`config.mk`:
```
export PLATFORM = sky130hd
export DESIGN_NAME = fix_message_validator
export DESIGN_NICKNAME = d
export VERILOG_FILES = /design/src/hdl/fmv_pkg.sv /design/src/hdl/fmv_step.sv /design/src/hdl/fix_message_validator.sv
export SDC_FILE = /design/constraint.sdc
export NUM_CORES = 1
export LEC_CHECK = 0
export CORE_ASPECT_RATIO = 1.4
export CORE_MARGIN = 2
export CORE_UTILIZATION = 65
export CTS_BUF_LIST = sky130_fd_sc_hd__clkbuf_4
export CTS_CLUSTER_SIZE = 30
export DETAILED_ROUTE_END_ITERATION = 7
export DONT_BUFFER_PORTS = 1
export PLACE_DENSITY = 0.86
export SLEW_MARGIN = 40
export SYNTH_ARGS = -nofsm -noshare
export SYNTH_HDL_FRONTEND = slang
export SYNTH_SLANG_ARGS = --single-unit
```
`constraint.sdc`:
```
create_clock -name clk -period 5.4 [get_ports clk]
set_input_delay 0.81 -clock clk [delete_from_list [all_inputs] [get_ports clk]]
set_output_delay 0.81 -clock clk [all_outputs]
set_load 0.02 [all_outputs]
```
`src/hdl/fmv_pkg.sv`:
```
`timescale 1ns / 1ps
package fmv_pkg;

	localparam int unsigned MAX_BODY_LEN_DEF = 65535;

	localparam logic [7:0] SOH = 8'h01;
	localparam logic [31:0] TAG_SAT = 32'h8000_0000;
	localparam logic [3:0] BEGIN_LEN = 4'd10;
	localparam logic [3:0] TRAILER_LEN = 4'd7;
	localparam logic [3:0] POS_MAX = 4'd15;
	localparam logic [7:0] MSGTYPE_TAG = 8'd35;

	typedef enum logic [2:0] {
		PH_BEGIN   = 3'd0,
		PH_LENTAG  = 3'd1,
		PH_LEN     = 3'd2,
		PH_BODY    = 3'd3,
		PH_TRAILER = 3'd4,
		PH_DRAIN   = 3'd5
	} phase_t;

	typedef enum logic [1:0] {
		KIND_VALUE   = 2'd0,
		KIND_FIELD   = 2'd1,
		KIND_VERDICT = 2'd2
	} kind_t;

	typedef enum logic [3:0] {
		V_OK         = 4'd0,
		V_BEGIN      = 4'd1,
		V_LEN_ORDER  = 4'd2,
		V_LEN_TRUNC  = 4'd3,
		V_LEN_BAD    = 4'd4,
		V_LEN_EXCEED = 4'd5,
		V_NOT_CKS    = 4'd6,
		V_CKS_FIELD  = 4'd7,
		V_MISMATCH   = 4'd8,
		V_FLD_TRUNC  = 4'd9,
		V_FLD_BAD    = 4'd10,
		V_TAG_BAD    = 4'd11,
		V_NO_MSGTYPE = 4'd12
	} verdict_t;

	// per-field error, first one wins
	typedef enum logic [1:0] {
		FE_NONE  = 2'd0,
		FE_BAD   = 2'd1,
		FE_TAG   = 2'd2,
		FE_TRUNC = 2'd3
	} ferr_t;

	// parser state with fixed widths
	typedef struct packed {
		phase_t      phase;
		logic [3:0]  pos;
		logic [7:0]  sum;
		logic [9:0]  cks;
		logic [31:0] tag;
		logic        tag_txt;
		logic        eq_seen;
		logic        tag_bad;
		logic        val_ne;
		ferr_t       ferr;
		verdict_t    first_err;
		logic        mt_seen;
		logic        mt_ok;
	} pstate_t;

	// one result item
	typedef struct packed {
		logic        emit;
		kind_t       kind;
		logic [30:0] tag;
		logic [7:0]  vbyte;
		verdict_t    code;
	} result_t;

	localparam pstate_t PSTATE_RST = '{
		phase: PH_BEGIN, pos: 4'd0, sum: 8'd0, cks: 10'd0, tag: 32'd0,
		tag_txt: 1'b0, eq_seen: 1'b0, tag_bad: 1'b0, val_ne: 1'b0,
		ferr: FE_NONE, first_err: V_OK, mt_seen: 1'b0, mt_ok: 1'b0
	};

	function automatic logic [7:0] begin_char(input logic [3:0] idx);
		logic [7:0] c;
		case (idx)
			4'd0: c = "8";
			4'd1: c = "=";
			4'd2: c = "F";
			4'd3: c = "I";
			4'd4: c = "X";
			4'd5: c = ".";
			4'd6: c = "4";
			4'd7: c = ".";
			4'd8: c = "4";
			4'd9: c = SOH;
			default: c = 8'd0;
		endcase
		return c;
	endfunction

	function automatic logic is_digit(input logic [7:0] b);
		return (b >= "0") && (b <= "9");
	endfunction

endpackage

```
`src/hdl/fmv_step.sv`:
```
`timescale 1ns / 1ps
module fmv_step #(
	parameter int unsigned MAX_BODY_LEN = fmv_pkg::MAX_BODY_LEN_DEF,
	localparam int LW = $clog2(MAX_BODY_LEN + 2),
	localparam int BW = $clog2(MAX_BODY_LEN + 1)
) (
	input  fmv_pkg::pstate_t  st,
	input  logic [LW-1:0]     len_cur,
	input  logic [BW-1:0]     body_cur,
	input  logic [7:0]        in_byte,
	input  logic              end_of_message,
	output fmv_pkg::pstate_t  st_nx,
	output logic [LW-1:0]     len_nx,
	output logic [BW-1:0]     body_nx,
	output fmv_pkg::result_t  res,
	output fmv_pkg::verdict_t code
);

	fmv_pkg::pstate_t s;
	logic [LW-1:0] lacc;
	logic [BW-1:0] brem;
	logic [LW+3:0] lwide;
	logic [35:0]   twide;
	logic [3:0]    dig;
	logic          tag_ok;

	assign dig = in_byte[3:0] - 4'd0;
	assign lwide = ({4'd0, len_cur} << 3) + ({4'd0, len_cur} << 1) + (LW+4)'(dig);
	assign twide = ({4'd0, st.tag} << 3) + ({4'd0, st.tag} << 1) + 36'(dig);
	assign tag_ok = st.tag_txt && !st.tag_bad && (st.tag != 32'd0) &&
		(st.tag < fmv_pkg::TAG_SAT);

	// next state and body item
	always_comb begin
		s = st;
		lacc = len_cur;
		brem = body_cur;
		res = '{emit: 1'b0, kind: fmv_pkg::KIND_VALUE, tag: 31'd0, vbyte: 8'd0,
			code: fmv_pkg::V_OK};
		case (st.phase)
			fmv_pkg::PH_BEGIN: begin
				s.sum = st.sum + in_byte;
				if (st.pos < fmv_pkg::BEGIN_LEN && in_byte == fmv_pkg::begin_char(st.pos)) begin
					s.pos = st.pos + 4'd1;
					if (s.pos == fmv_pkg::BEGIN_LEN) begin
						s.phase = fmv_pkg::PH_LENTAG;
						s.pos = 4'd0;
					end
				end else begin
					s.first_err = fmv_pkg::V_BEGIN;
					s.phase = fmv_pkg::PH_DRAIN;
				end
			end
			fmv_pkg::PH_LENTAG: begin
				s.sum = st.sum + in_byte;
				if (in_byte == ((st.pos == 4'd0) ? 8'("9") : 8'("="))) begin
					s.pos = st.pos + 4'd1;
					if (s.pos >= 4'd2) begin
						s.phase = fmv_pkg::PH_LEN;
						s.pos = 4'd0;
					end
				end else begin
					s.first_err = fmv_pkg::V_LEN_ORDER;
					s.phase = fmv_pkg::PH_DRAIN;
				end
			end
			fmv_pkg::PH_LEN: begin
				s.sum = st.sum + in_byte;
				if (in_byte == fmv_pkg::SOH) begin
					if (!st.pos[0] || st.pos[1] || len_cur > LW'(MAX_BODY_LEN)) begin
						s.first_err = fmv_pkg::V_LEN_BAD;
						s.phase = fmv_pkg::PH_DRAIN;
					end else begin
						brem = BW'(len_cur);
						s.phase = (len_cur != '0) ? fmv_pkg::PH_BODY : fmv_pkg::PH_TRAILER;
						s.pos = 4'd0;
					end
				end else if (fmv_pkg::is_digit(in_byte)) begin
					s.pos[0] = 1'b1;
					if (lwide > (LW+4)'(MAX_BODY_LEN))
						lacc = LW'(MAX_BODY_LEN + 1);
					else
						lacc = lwide[LW-1:0];
				end else begin
					s.pos[1] = 1'b1;
				end
			end
			fmv_pkg::PH_BODY: begin
				s.sum = st.sum + in_byte;
				if (!st.eq_seen) begin
					if (in_byte == "=") begin
						s.eq_seen = 1'b1;
					end else if (in_byte == fmv_pkg::SOH) begin
						if (s.ferr == fmv_pkg::FE_NONE) s.ferr = fmv_pkg::FE_BAD;
						res.emit = 1'b1;
						res.kind = fmv_pkg::KIND_FIELD;
						s.tag_txt = 1'b0; s.eq_seen = 1'b0; s.tag_bad = 1'b0;
						s.val_ne = 1'b0; s.tag = 32'd0;
					end else begin
						s.tag_txt = 1'b1;
						if (fmv_pkg::is_digit(in_byte)) begin
							if (twide >= 36'(fmv_pkg::TAG_SAT)) begin
								s.tag = fmv_pkg::TAG_SAT;
								s.tag_bad = 1'b1;
							end else begin
								s.tag = twide[31:0];
							end
						end else begin
							s.tag_bad = 1'b1;
						end
					end
				end else if (in_byte == fmv_pkg::SOH) begin
					if (s.ferr == fmv_pkg::FE_NONE) begin
						if (!st.tag_txt) s.ferr = fmv_pkg::FE_BAD;
						else if (!tag_ok) s.ferr = fmv_pkg::FE_TAG;
					end
					if (tag_ok && st.tag == 32'(fmv_pkg::MSGTYPE_TAG) && !st.mt_seen) begin
						s.mt_seen = 1'b1;
						s.mt_ok = st.val_ne;
					end
					res.emit = 1'b1;
					res.kind = fmv_pkg::KIND_FIELD;
					res.tag = tag_ok ? st.tag[30:0] : 31'd0;
					s.tag_txt = 1'b0; s.eq_seen = 1'b0; s.tag_bad = 1'b0;
					s.val_ne = 1'b0; s.tag = 32'd0;
				end else begin
					s.val_ne = 1'b1;
					res.emit = 1'b1;
					res.kind = fmv_pkg::KIND_VALUE;
					res.tag = tag_ok ? st.tag[30:0] : 31'd0;
					res.vbyte = in_byte;
				end
				brem = body_cur - BW'(1);
				if (brem == '0) begin
					if ((s.tag_txt || s.eq_seen) && s.ferr == fmv_pkg::FE_NONE)
						s.ferr = fmv_pkg::FE_TRUNC;
					s.tag_txt = 1'b0; s.eq_seen = 1'b0; s.tag_bad = 1'b0;
					s.val_ne = 1'b0; s.tag = 32'd0;
					s.phase = fmv_pkg::PH_TRAILER;
					s.pos = 4'd0;
				end
			end
			fmv_pkg::PH_TRAILER: begin
				if ((st.pos == 4'd0 && in_byte != "1") ||
					(st.pos == 4'd1 && in_byte != "0") ||
					(st.pos == 4'd2 && in_byte != "=")) begin
					s.first_err = fmv_pkg::V_NOT_CKS;
				end else if (st.pos >= 4'd3 && st.pos <= 4'd5) begin
					if (fmv_pkg::is_digit(in_byte))
						s.cks = (st.cks << 3) + (st.cks << 1) + 10'(dig);
					else if (st.first_err == fmv_pkg::V_OK)
						s.first_err = fmv_pkg::V_CKS_FIELD;
				end
				if (st.pos < fmv_pkg::POS_MAX) s.pos = st.pos + 4'd1;
			end
			default: begin
			end
		endcase
	end

	// verdict from the state after this byte
	always_comb begin
		case (s.phase)
			fmv_pkg::PH_BEGIN:  code = fmv_pkg::V_BEGIN;
			fmv_pkg::PH_LENTAG: code = fmv_pkg::V_LEN_ORDER;
			fmv_pkg::PH_LEN:    code = fmv_pkg::V_LEN_TRUNC;
			fmv_pkg::PH_BODY:   code = fmv_pkg::V_LEN_EXCEED;
			fmv_pkg::PH_TRAILER: begin
				if (s.pos != fmv_pkg::TRAILER_LEN || in_byte != fmv_pkg::SOH)
					code = fmv_pkg::V_NOT_CKS;
				else if (s.first_err != fmv_pkg::V_OK)
					code = s.first_err;
				else if (s.cks > 10'd255)
					code = fmv_pkg::V_CKS_FIELD;
				else if (s.sum != s.cks[7:0])
					code = fmv_pkg::V_MISMATCH;
				else if (s.ferr == fmv_pkg::FE_TRUNC)
					code = fmv_pkg::V_FLD_TRUNC;
				else if (s.ferr == fmv_pkg::FE_BAD)
					code = fmv_pkg::V_FLD_BAD;
				else if (s.ferr == fmv_pkg::FE_TAG)
					code = fmv_pkg::V_TAG_BAD;
				else if (!(s.mt_seen && s.mt_ok))
					code = fmv_pkg::V_NO_MSGTYPE;
				else
					code = fmv_pkg::V_OK;
			end
			default: code = s.first_err;
		endcase
	end

	// final byte: verdict only, then back to reset state
	always_comb begin
		if (end_of_message) begin
			st_nx = fmv_pkg::PSTATE_RST;
			len_nx = '0;
			body_nx = '0;
		end else begin
			st_nx = s;
			len_nx = lacc;
			body_nx = brem;
		end
	end

endmodule

```
`src/hdl/fix_message_validator.sv`:
```
`timescale 1ns / 1ps
// FIX 4.4 message validator. Takes one message byte per transfer, with
// end_of_message on the last byte, and accepts a new byte in every cycle as
// long as the output register is empty or being drained; each result is
// registered and appears in the cycle after its byte. Value bytes give value
// items (kind 0) and SOH gives field-end items (kind 1), both speculative;
// the last byte gives only the verdict item (kind 2) and the parser returns
// to its reset state. The body length limit is set by MAX_BODY_LEN.
module fix_message_validator #(
	parameter int unsigned MAX_BODY_LEN = fmv_pkg::MAX_BODY_LEN_DEF
) (
	input  logic        clk,
	input  logic        arst_n,
	input  logic        in_valid,
	output logic        in_ready,
	input  logic [7:0]  in_byte,
	input  logic        end_of_message,
	output logic        out_valid,
	input  logic        out_ready,
	output logic [1:0]  item_kind,
	output logic [30:0] field_tag,
	output logic [7:0]  value_byte,
	output logic [3:0]  verdict_code
);

	localparam int LW = $clog2(MAX_BODY_LEN + 2);
	localparam int BW = $clog2(MAX_BODY_LEN + 1);

	fmv_pkg::pstate_t st_q, st_nx;
	logic [LW-1:0] len_q, len_nx;
	logic [BW-1:0] body_q, body_nx;
	fmv_pkg::result_t res;
	fmv_pkg::verdict_t vcode;
	logic out_valid_q;
	logic [1:0] kind_q;
	logic [30:0] tag_q;
	logic [7:0] vbyte_q;
	logic [3:0] code_q;
	logic in_xfer;

	assign in_ready = !out_valid_q || out_ready;
	assign in_xfer = in_valid && in_ready;

	fmv_step #(.MAX_BODY_LEN(MAX_BODY_LEN)) u_step (
		.st(st_q), .len_cur(len_q), .body_cur(body_q),
		.in_byte(in_byte), .end_of_message(end_of_message),
		.st_nx(st_nx), .len_nx(len_nx), .body_nx(body_nx), .res(res),
		.code(vcode)
	);

	// parser state
	always_ff @(posedge clk or negedge arst_n) begin
		if (!arst_n) begin
			st_q <= fmv_pkg::PSTATE_RST;
			len_q <= '0;
			body_q <= '0;
		end else if (in_xfer) begin
			st_q <= st_nx;
			len_q <= len_nx;
			body_q <= body_nx;
		end
	end

	// output register valid
	always_ff @(posedge clk or negedge arst_n) begin
		if (!arst_n) begin
			out_valid_q <= 1'b0;
		end else if (in_xfer && (res.emit || end_of_message)) begin
			out_valid_q <= 1'b1;
		end else if (out_ready) begin
			out_valid_q <= 1'b0;
		end
	end

	// output payload
	always_ff @(posedge clk) begin
		if (in_xfer && end_of_message) begin
			kind_q <= fmv_pkg::KIND_VERDICT;
			tag_q <= 31'd0;
			vbyte_q <= 8'd0;
			code_q <= vcode;
		end else if (in_xfer && res.emit) begin
			kind_q <= res.kind;
			tag_q <= res.tag;
			vbyte_q <= res.vbyte;
			code_q <= fmv_pkg::V_OK;
		end
	end

	assign out_valid = out_valid_q;
	assign item_kind = kind_q;
	assign field_tag = tag_q;
	assign value_byte = vbyte_q;
	assign verdict_code = code_q;

endmodule

```
After elaboration in Yosys (flattened, before gate mapping):

Memory sizes are Yosys's and may differ from the RTL's.
Index checks and enable logic that the tools add are counted.

* bits in registers: 148
* ROM bits: 112
* input port bits: 13
* memories: 1

Memories
* (name not given): depth 16, width 7, rd ports 1, clocked after Yosys merged registers in 0, wr ports 0, line fmv_pkg.sv:86 `case (idx)`

* add/sub/neg operators: 9
* $lt $le $gt $ge: 12
* equality and inequality tests: 31
* mux-type cells: 90
* reductions and logical operators: 54

Operators with widths (number)
* $mux W38: 4
* $mux W32: 3
* $mux W4: 23
* $mux W17: 5
* $mux W69: 1
* $mux W33: 2
* $mux W16: 3
* $mux W42: 1
* $mux W10: 4
* $pmux W4 S5: 2
* $mux W39: 1
* $add A35 B33 Y36: 1
* $add A36 B4 Y36: 1
* $ge A36 B32 Y1 const B: 1
* $mux W35: 1
* $eq A32 B6 Y1 const B: 1
* $lt A32 B32 Y1 const B: 1
* $pmux W16 S2: 1
* $reduce_bool A32 Y1: 1
* $mux W31: 1
* $mux W3: 9
* $mux W8: 3
* $ne A8 B6 Y1 const B: 3
* $mux W2: 11
* 55 further kinds: 112

Depth between registers and ports, before layout:

Gate-level depths: netlist of the first run.

* word-level depth: 25
* mapped depth: 16
* depth with buffers taken out: 16

Hierarchy:

A second synthesis of the first run with hierarchy kept.

* cells, all modules: 1560
* area, all modules: 13646.8 µm²

By module, submodules not included
* fmv_step: instances 1, cells each 1140, area an instance 7737.4 µm², sequential area each 0.0 µm²
* fix_message_validator: instances 1, cells each 420, area an instance 5909.4 µm², sequential area each 3518.4 µm²

Worst setup path before layout of the first run:

No wires, ideal clock.

* path type: input-to-reg
* start: input in_byte[3]
* end: register len_q[0]
* setup time: 0.066 ns
* data arrival time: 4.012 ns
* required time: 5.334 ns
* slack: 1.322 ns
* stages: 14
* path through: fa_1 -> inv_1 -> fa_1 -> nor2b_1 -> o21ai_0 -> a21boi_0 -> o211a_1 -> o21bai_1 -> a31oi_1 -> nor3b_1 -> o21ai_0 -> nor3_1 -> clkbuf_1 -> a22o_1

* word-level cells in the longest chain between the ends: 7
* elaborated cells between the ends (all ways): 14
* classes of those cells: add/sub: 1; order compare: 3; eq/ne: 2; mux: 5; reduce/logical: 3

Ends and longest elaborated chain
* from (decl): line fix_message_validator.sv:16 `input logic [7:0] in_byte,`
* $add A21 B4 Y21: line fmv_step.sv:28 `assign lwide = ({4'd0, len_cur} << 3) + ({4'd0, len_cur} << 1) + (LW+4)'(dig);`
* $gt A21 B16 Y1: line fmv_step.sv:80 `if (lwide > (LW+4)'(MAX_BODY_LEN))`
* $mux W17: line fmv_step.sv:80
* $mux W17: line fmv_step.sv:78 `end else if (fmv_pkg::is_digit(in_byte)) begin`
* $mux W17: line fmv_step.sv:69 `if (in_byte == fmv_pkg::SOH) begin`
* $mux W17: line fmv_step.sv:40 `case (st.phase)`
* $mux W17: line fmv_step.sv:194 `if (end_of_message) begin`
* to (signal assigned): line fix_message_validator.sv:59 `len_q <= len_nx;`
* to (decl): line fix_message_validator.sv:30 `logic [LW-1:0] len_q, len_nx;`

Parallel ways exist; a longest one is shown, timed or not. The select of a mux whose other input is x is not followed.
A chain may end at the register's enable or synchronous reset.

Worst setup path in the final report of the first run:

* start: register body_q[0]
* end: register code_q[2] (netlist: verdict_code[2]) (data pin)

* word-level cells in the longest chain between the ends: 14
* elaborated cells between the ends (all ways): 26
* classes of those cells: add/sub: 1; eq/ne: 8; mux: 14; reduce/logical: 3

Ends and longest elaborated chain
* from (decl): line fix_message_validator.sv:31 `logic [BW-1:0] body_q, body_nx;`
* from (signal assigned): line fix_message_validator.sv:60 `body_q <= body_nx;`
* $sub A16 B1 Y16 (*): line fmv_step.sv:133 `brem = body_cur - BW'(1);`
* $logic_not A16 Y1 (*): line fmv_step.sv:134 `if (brem == '0) begin`
* $mux W38: line fmv_step.sv:134
* $mux W38: line fmv_step.sv:40
* $eq A2 B2 Y1: line fmv_step.sv:181 `else if (s.ferr == fmv_pkg::FE_TAG)`
* $mux W4: line fmv_step.sv:181
* $mux W4: line fmv_step.sv:179 `else if (s.ferr == fmv_pkg::FE_BAD)`
* $mux W4: line fmv_step.sv:177 `else if (s.ferr == fmv_pkg::FE_TRUNC)`
* $mux W4: line fmv_step.sv:175 `else if (s.sum != s.cks[7:0])`
* $mux W4: line fmv_step.sv:173 `else if (s.cks > 10'd255)`
* $mux W4: line fmv_step.sv:171 `else if (s.first_err != fmv_pkg::V_OK)`
* $mux W4: line fmv_step.sv:169 `if (s.pos != fmv_pkg::TRAILER_LEN || in_byte != fmv_pkg::SOH)`
* $pmux W4 S5 (*): line fmv_step.sv:163 `case (s.phase)`
* $mux W4 (*): line fix_message_validator.sv:77 `if (in_xfer && end_of_message) begin`
* to (signal assigned): line fix_message_validator.sv:81 `code_q <= vcode;`
* to (signal assigned): line fix_message_validator.sv:86 `code_q <= fmv_pkg::V_OK;`
* to (decl): line fix_message_validator.sv:38 `logic [3:0] code_q;`

Every way passes the cells marked *; elsewhere a longest branch is shown, timed or not. The select of a mux whose other input is x is not followed.

==> flow_summary.toml, run 1 <==
[synthesis]
synth_top_family_by_area = "compound AO/OA/AOI/OAI gates"
postSynthAreaPerCell_sq_um = 8.73
ys.flop_type = "dfrtp_1"
yosys.area_share.simple_pct = 17.7
synth_edf_count = 4
ys_types = 82
synth_area_sq_um = 11500
synthXorXnorAreaFrac_pct = 5.24
synthMuxAreaShare_pct = 1.84
postSynthNetCount = 1472
synth_compound_area_share_pct = 26.0
async_flop_share_pct = 69.6
ys_warn_count = 0
synth_fa_ha_area_share_pct = 15.3
synth_seq_cells = 148
synthCells = 1322
seq_area_frac_synth_pct = 30.5

[place]
place.gp.congestion = 0.970
port_buffers = 0
dp_hpwl_um = 22600
placed_area_sq_um = 11700

[drt]
finalWirelength_um = 31100
first_iter_violations = 797
routedWlPerCell_um = 20.1
num_vias = 10477
remaining_drc_errors = 0
dr.pass1.iters = 6
avgViaCountPerCell = 6.78
ant_nets = 0

[global_routing]
first_global_vias = 10517
gr-total-overflow = 0
grt_first_pass_wirelength_um = 51000
grt_max_degree = 104
grt_usage_pct = 34.2
antenna_found_initial = 1

[final_layout]
syn_to_final_growth_pct = 4.16
layout_commonest_cell = "nor2_1"
most-common-layout-cells = "nor2_1 (150), ha_1 (130), a21oi_1 (113)"
finalInstanceArea_sq_um = 12000
fin_nets = 1446
final_util_pct = 69.1
nFillCells = 1478
drive_gt1_share_pct = 5.96

[setup_path]
r2r-start = "body_q[0]"
end_kind = "flop"
cp.required_ns = 5.75
crit_type = "flop to flop"
crit_start = "body_q[0]"
critical_path.max_stage_delay_ns = 0.70
cpMaxStageDelayCell = "or4b_2"
arrival_ns = 4.73
critical_path.max_fanout = 6
critPathTopFamily = "simple AND/OR/NAND/NOR gates"
setup.worst_path.start_class = "flop"
crit_path_frequent_cell = "or4b_2"
path_cells = "inv_1 -> ha_1 -> nor3b_1 -> a21boi_0 -> or4b_2 -> or4b_2 -> a211o_1 -> o21a_1 -> and3_1 -> a2111oi_2 -> o311ai_0 -> o2bb2ai_1"
ff2ff_setup_slack_ns = 1.02
worstPathBufferInverterCount = 1

[sta]
finalSetupViolCount = 0
worst_pin_slew_ns = 0.785
relSlewSlack_pct = 47.2
whs_ns = 0.143
finalClockSkew_ns = 0.0275
fin_tns_setup_ns = 0
fin_crit_sh_pct = 81.2
hold_viol = 0
layout_min_cycle_time_ns = 4.38
rsz0062_at_grt = "no"
fmax_mhz = 228
final_max_slew_viol_count = 0

[clocking]
cts_root_buf = "clkbuf_4"
clock-sinks = 148
h-tree-depth = 4
clk_pin_slew_worst_paths_ns = 0.15
cts_buffers = 17
cts_resized = 0
cts_tree = "built"
insertion_delay_ns = 0.60
cts_setup_buffers = 0
cts_buffer_depth = 2
cts-hold-fix-buffers = 1

[pwr]
power_density_nw_per_um2 = 215
peakVddDrop_mv = 0.141
fin_total_pwr_mw = 2.59
leakagePower_nw = 5.73

[floorplan]
core_sq_um = 17400
fp.dieH_um = 162
fp-row-count = 57
num_io_pins = 60
die_w_um = 117
start_util_pct = 66.3
dieArea_sq_um = 18800

[run]
cap_violations = 0

[status]
outcome = "completed"

[hold_path]
hold_path_class = "primary input to asynchronous set/reset pin"
[where the power goes]
group          switching, mW  leakage [nW]  internal, mW
registers             0.0641          1.79          1.14
logic                  0.410          3.80         0.259
clock network          0.474         0.139         0.238
total                  0.948          5.73          1.64
[synthesized netlist by cell type (all sizes together), types with 5 or more instances]
cell | n | share of area (%)
o21a | 13 | 0.85
nor3b | 8 | 0.52
nor4 | 21 | 1.3
a21o | 25 | 1.6
nor2b | 10 | 0.54
nand2b | 17 | 0.92
xnor2 | 48 | 3.6
o21bai | 10 | 0.65
a21boi | 6 | 0.39
nor3 | 31 | 1.3
nand2 | 69 | 2.2
inv | 34 | 1.1
a22o | 58 | 4.4
fa | 7 | 1.2
o211ai | 10 | 0.65
mux2i | 19 | 1.6
o31a | 5 | 0.38
o22ai | 7 | 0.38
a21oi | 113 | 4.9
nor2 | 151 | 4.9
or4 | 5 | 0.36
o31ai | 7 | 0.46
or2 | 5 | 0.27
nor4b | 5 | 0.38
nand4 | 16 | 0.87
and2 | 8 | 0.43
ha | 130 | 14
a211oi | 15 | 0.98
or3 | 14 | 0.77
and3 | 14 | 0.76
buf | 7 | 0.44
a211o | 6 | 0.47
o211a | 6 | 0.52
a31oi | 10 | 0.54
clkbuf | 55 | 1.8
dfxtp | 41 | 7.1
nand3 | 18 | 0.78
a32o | 11 | 0.95
xor2 | 21 | 1.6
o21ai | 95 | 4.2
dfrtp | 103 | 22
[state kept, by name, summed over array words and instances (netlist names)]
name,count
body_q,16
field_tag,31
item_kind,2
len_q,17
out_valid,1
st_q,69
value_byte,8
verdict_code,4
[per-stage QoR]
stage,instances,setup slack (ns)
after detailed placement,1512,0.979
after global routing,1546,0.706
final,1546,1.02
after CTS,1545,1.00
after floorplan,1322,1.32
after global placement,1512,1.09
[logic make-up (layout without fill, tap and decap cells)]
family          Yosys count  in the layout
xor+xnor                 69             69
compound gates          441            441
other cells               0              1
mux                      21             21
fa+ha+maj               137            137
flops                   148            148
simple gates            409            409
buf+inv                  97             84
[layer usage]
metal  vias up  global-route usage, %  part of all wire [%]
met4         0                   16.7                   4.3
met1      5036                   38.0                    37
met3       112                   6.68                   5.9
li1       4902                      -                     -
met2       427                   61.2                    53
met5         -                      0                     0
[worst paths after layout]
| kind | endpoint | cells past startpoint |
|---|---|---|
| max reg2reg | verdict_code[2] | 12 |
| min in group clk | body_q[4] | 1 |
| max in group asynchronous | body_q[14] | 1 |
| max | verdict_code[2] | 12 |
| min | st_q[24] | 1 |
| min reg2reg | st_q[53] | 1 |
[area by class of cell]
type / count / area [sq um] / share of cell area (%)
Sequential cell: 148 / 3520 / 29.3
Multi-Input combinational cell: 1077 / 7650 / 63.7
Clock inverter: 15 / 144 / 1.20
Clock buffer: 17 / 128 / 1.06
Timing Repair Buffer: 17 / 148 / 1.23
Tap cell: 236 / 295 / 2.46
Antenna cell: 1 / 2.50 / 0.0208
Inverter: 35 / 131 / 1.09
No activity file was read; power rests on OpenSTA's default activity.
==> run 2, diff against run 1 <==
--- a/config.mk
+++ b/config.mk
@@ -5,14 +5,15 @@
 export SDC_FILE = /design/constraint.sdc
 export NUM_CORES = 1
 export LEC_CHECK = 0
+export ABC_AREA = 1
 export CORE_ASPECT_RATIO = 1.4
 export CORE_MARGIN = 2
-export CORE_UTILIZATION = 65
+export CORE_UTILIZATION = 61
 export CTS_BUF_LIST = sky130_fd_sc_hd__clkbuf_4
 export CTS_CLUSTER_SIZE = 30
 export DETAILED_ROUTE_END_ITERATION = 7
 export DONT_BUFFER_PORTS = 1
-export PLACE_DENSITY = 0.86
+export PLACE_DENSITY = 0.85
 export SLEW_MARGIN = 40
 export SYNTH_ARGS = -nofsm -noshare
 export SYNTH_HDL_FRONTEND = slang
==> constraint.sdc (replaced) <==
create_clock -name clk -period 3.7 [get_ports clk]
set_input_delay 0.555 -clock clk [delete_from_list [all_inputs] [get_ports clk]]
set_output_delay 0.555 -clock clk [all_outputs]
set_load 0.02 [all_outputs]
==> run 2 against run 1 <==
Utilization fell by 2.5 points. The flow now finishes with violations (design-rule violations). First-iteration DRC count rose by 20%. Global-route usage is 0.85 points lower. Count of clock-buffer cells in the layout unchanged. Sequential share of layout area decreased by 1.9 points. Wire length grew 8.1%. Total power rose by 69%. Synthesized area increased by 4.3%. Largest cell class unchanged. Critical path depth rose by 4. Clock skew decreased by 0.0046 ns. Critical endpoint is now st_q[18].
==> flow_summary.toml, run 2 <==
[status]
outcome = "finished, violations left"
violations = "design-rule violations"

[place]
place_ws_ns = 0.0444
place.gp.congestion = 1.01
dpl.cell_count = 1916
placed_area_sq_um = 12400
port_buffers = 0
dp_hpwl_um = 25800

[synthesis]
postSynthNetCount = 1820
ys_warn_count = 0
ys_top_cells_by_area = "dfrtp_1 (21%), ha_1 (14%), nand2_1 (13%), dfxtp_1 (6.8%), inv_1 (6.0%)"
yosysMostFrequentCell = "nand2_1"
ys_types = 58
synth_commonest_cells = "nand2_1 (416), inv_1 (191), nor2_1 (146), ha_1 (130), o21ai_0 (121)"
seq_area_frac_synth_pct = 29.2
synthCells = 1670
synth_seq_cells = 148
synth_top_area_share_pct = 21.4
postSynthAreaPerCell_sq_um = 7.20
async_flop_share_pct = 69.6
ys.flop_type = "dfrtp_1"
yosys.area.top_type = "dfrtp_1"
synth_area_sq_um = 12000
synth_edf_count = 4

[final_layout]
layout_commonest_cell = "nand2_1"
nFillCells = 1651
largest_reg_flops = 69
most-common-layout-cells = "nand2_1 (415), inv_1 (191), nor2_1 (142)"
stdcell_count = 1958
syn_to_final_growth_pct = 6.67
finalInstanceArea_sq_um = 12800
fin_nets = 1846
drive_gt1_share_pct = 8.84
top_register = "st_q"

[sta]
fin_crit_sh_pct = 93.4
whs_ns = 0.110
relSlewSlack_pct = 54.5
finalClockSkew_ns = 0.0229
layout_min_cycle_time_ns = 3.46
fmax_mhz = 289
setup_slack_ns = 0.243
final_max_slew_viol_count = 0
hold_viol = 0
worst_pin_slew_ns = 0.677
finalSetupViolCount = 0

[pwr]
p_switching_mw = 1.77
peakVddDrop_mv = 0.172
pwr-share-clk_pct = 24.3
power_density_nw_per_um2 = 342
pwr-share-seq_pct = 40.8
combPwrFrac_pct = 34.9
fin_total_pwr_mw = 4.38
switching_share_pct = 40.4
internal_power_mw = 2.61
leakagePower_nw = 6.67

[floorplan]
core_sq_um = 19300
start_util_pct = 62.4
fp.dieH_um = 170
dieArea_sq_um = 20900
fp-row-count = 60
die_w_um = 123
num_io_pins = 60

[clocking]
insertion_delay_ns = 0.61
cts_tree = "built"
cts_buffers = 17
cts_buffer_depth = 2
clk_pin_slew_worst_paths_ns = 0.13
cts_root_buf = "clkbuf_4"
clock-sinks = 148
h-tree-depth = 4

[setup_path]
arrival_ns = 3.99
reg2reg_depth = 16
r2r_end = "st_q[18]"
end_kind = "flop"
crit_type = "flop to flop"
setup.worst_path.start_class = "flop"
cp.required_ns = 4.24
ff2ff_setup_slack_ns = 0.24
r2r-start = "st_q[14]"
critical_path.max_fanout = 12

[hold_path]
hold_end = "value_byte[6]"
min_path_cells = 1
hold_path_class = "primary input to flop"
hold_start = "in_byte[6]"

[global_routing]
first_global_vias = 11741
grt_first_pass_wirelength_um = 55000
antenna_found_initial = 1
grt_usage_pct = 33.3
gr-total-overflow = 0
grt_max_degree = 104

[drt]
num_vias = 11737
finalWirelength_um = 33600
remaining_drc_errors = 2
first_iter_violations = 954
avgViaCountPerCell = 5.99
ant_nets = 0
dr.pass1.iters = 8
routedWlPerCell_um = 17.2

[run]
cap_violations = 0
-- run 2: cell type report --
type,count,area [sq um],share of cell area (%)
multi-input combinational,1283,7600,59.2
sequential,148,3520,27.4
inverter,204,768,5.99
timing repair buffer,42,350,2.73
tap,248,310,2.42
clock inverter,15,155,1.21
clock buffer,17,128,0.995
antenna,1,2.50,0.0195
-- run 2: worst max path at each step --
stage,startpoint,to,slack (ns),cells past startpoint
finish,st_q[14],st_q[18],0.24,16
global route,body_q[1],verdict_code[3],-0.01,22
CTS,len_q[2],len_q[5],0.13,14
detailed placement,in_byte[3],st_q[16],0.04,16
global placement,in_byte[3],st_q[12],0.14,16
floorplan,in_byte[3],st_q[15],0.41,16
-- run 2: repair_timing --
action	4_1_cts	5_1_grt
hold buffers	2	0
setup endpoints to repair	0	40
resized for setup	0	9
endpoints found under the hold margin	103	0
setup buffers	0	6
-- run 2: cells by family (layout without fill, tap and decap cells) --
kind of cell | after synthesis | after routing | share of synthesized area, %
compound gates | 345 | 345 | 17.8
xor+xnor | 42 | 42 | 3.06
fa+ha+maj | 137 | 137 | 14.7
buf+inv | 240 | 278 | 7.81
flops | 148 | 148 | 29.2
mux | 1 | 1 | 0.0832
other cells | 0 | 1 | 0
simple gates | 757 | 758 | 27.3
-- run 2: metrics by stage --
step / utilization, % / TNS, ns
after global routing: 66.5 / -0.0175
after CTS: 66.1 / 0
after detailed placement: 64.5 / 0
after floorplan: - / 0
after global placement: 64.5 / 0
final: 66.5 / 0
-- run 2: critical path, stage by stage, from the launching register on --
cell,delay (ns)
dfrtp_1,0.49
fa_1,0.55
inv_1,0.07
fa_1,0.46
o21ai_1,0.24
nand2_1,0.07
nand2_1,0.09
a21oi_1,0.11
o21bai_2,0.16
nand3_1,0.08
nand2_1,0.08
xor2_1,0.14
nand2_1,0.08
nor2_2,0.19
nand3_4,0.23
buf_12,0.23
o21ai_2,0.10
-- run 2: layer usage --
metal / up-vias / part of all wire, % / global-route usage, %
met5: - / 0 / 0
met4: 0 / 6.3 / 21.2
met3: 152 / 5.0 / 5.63
met2: 431 / 52 / 59.9
met1: 5478 / 37 / 35.4
li1: 5676 / - / -
-- run 2: power groups by stage --
| stage | Sequential, mW | Combinational (mW) | Clock, mW |
|---|---|---|---|
| 2_1_floorplan | 1.79 | 1.11 | 0 |
| 3_3_place_gp | 1.81 | 1.44 | 0 |
| 3_5_place_dp | 1.81 | 1.47 | 0 |
| 4_1_cts | 1.78 | 1.51 | 1.08 |
| 5_1_grt | 1.80 | 1.74 | 1.14 |
| 6_report | 1.79 | 1.53 | 1.07 |
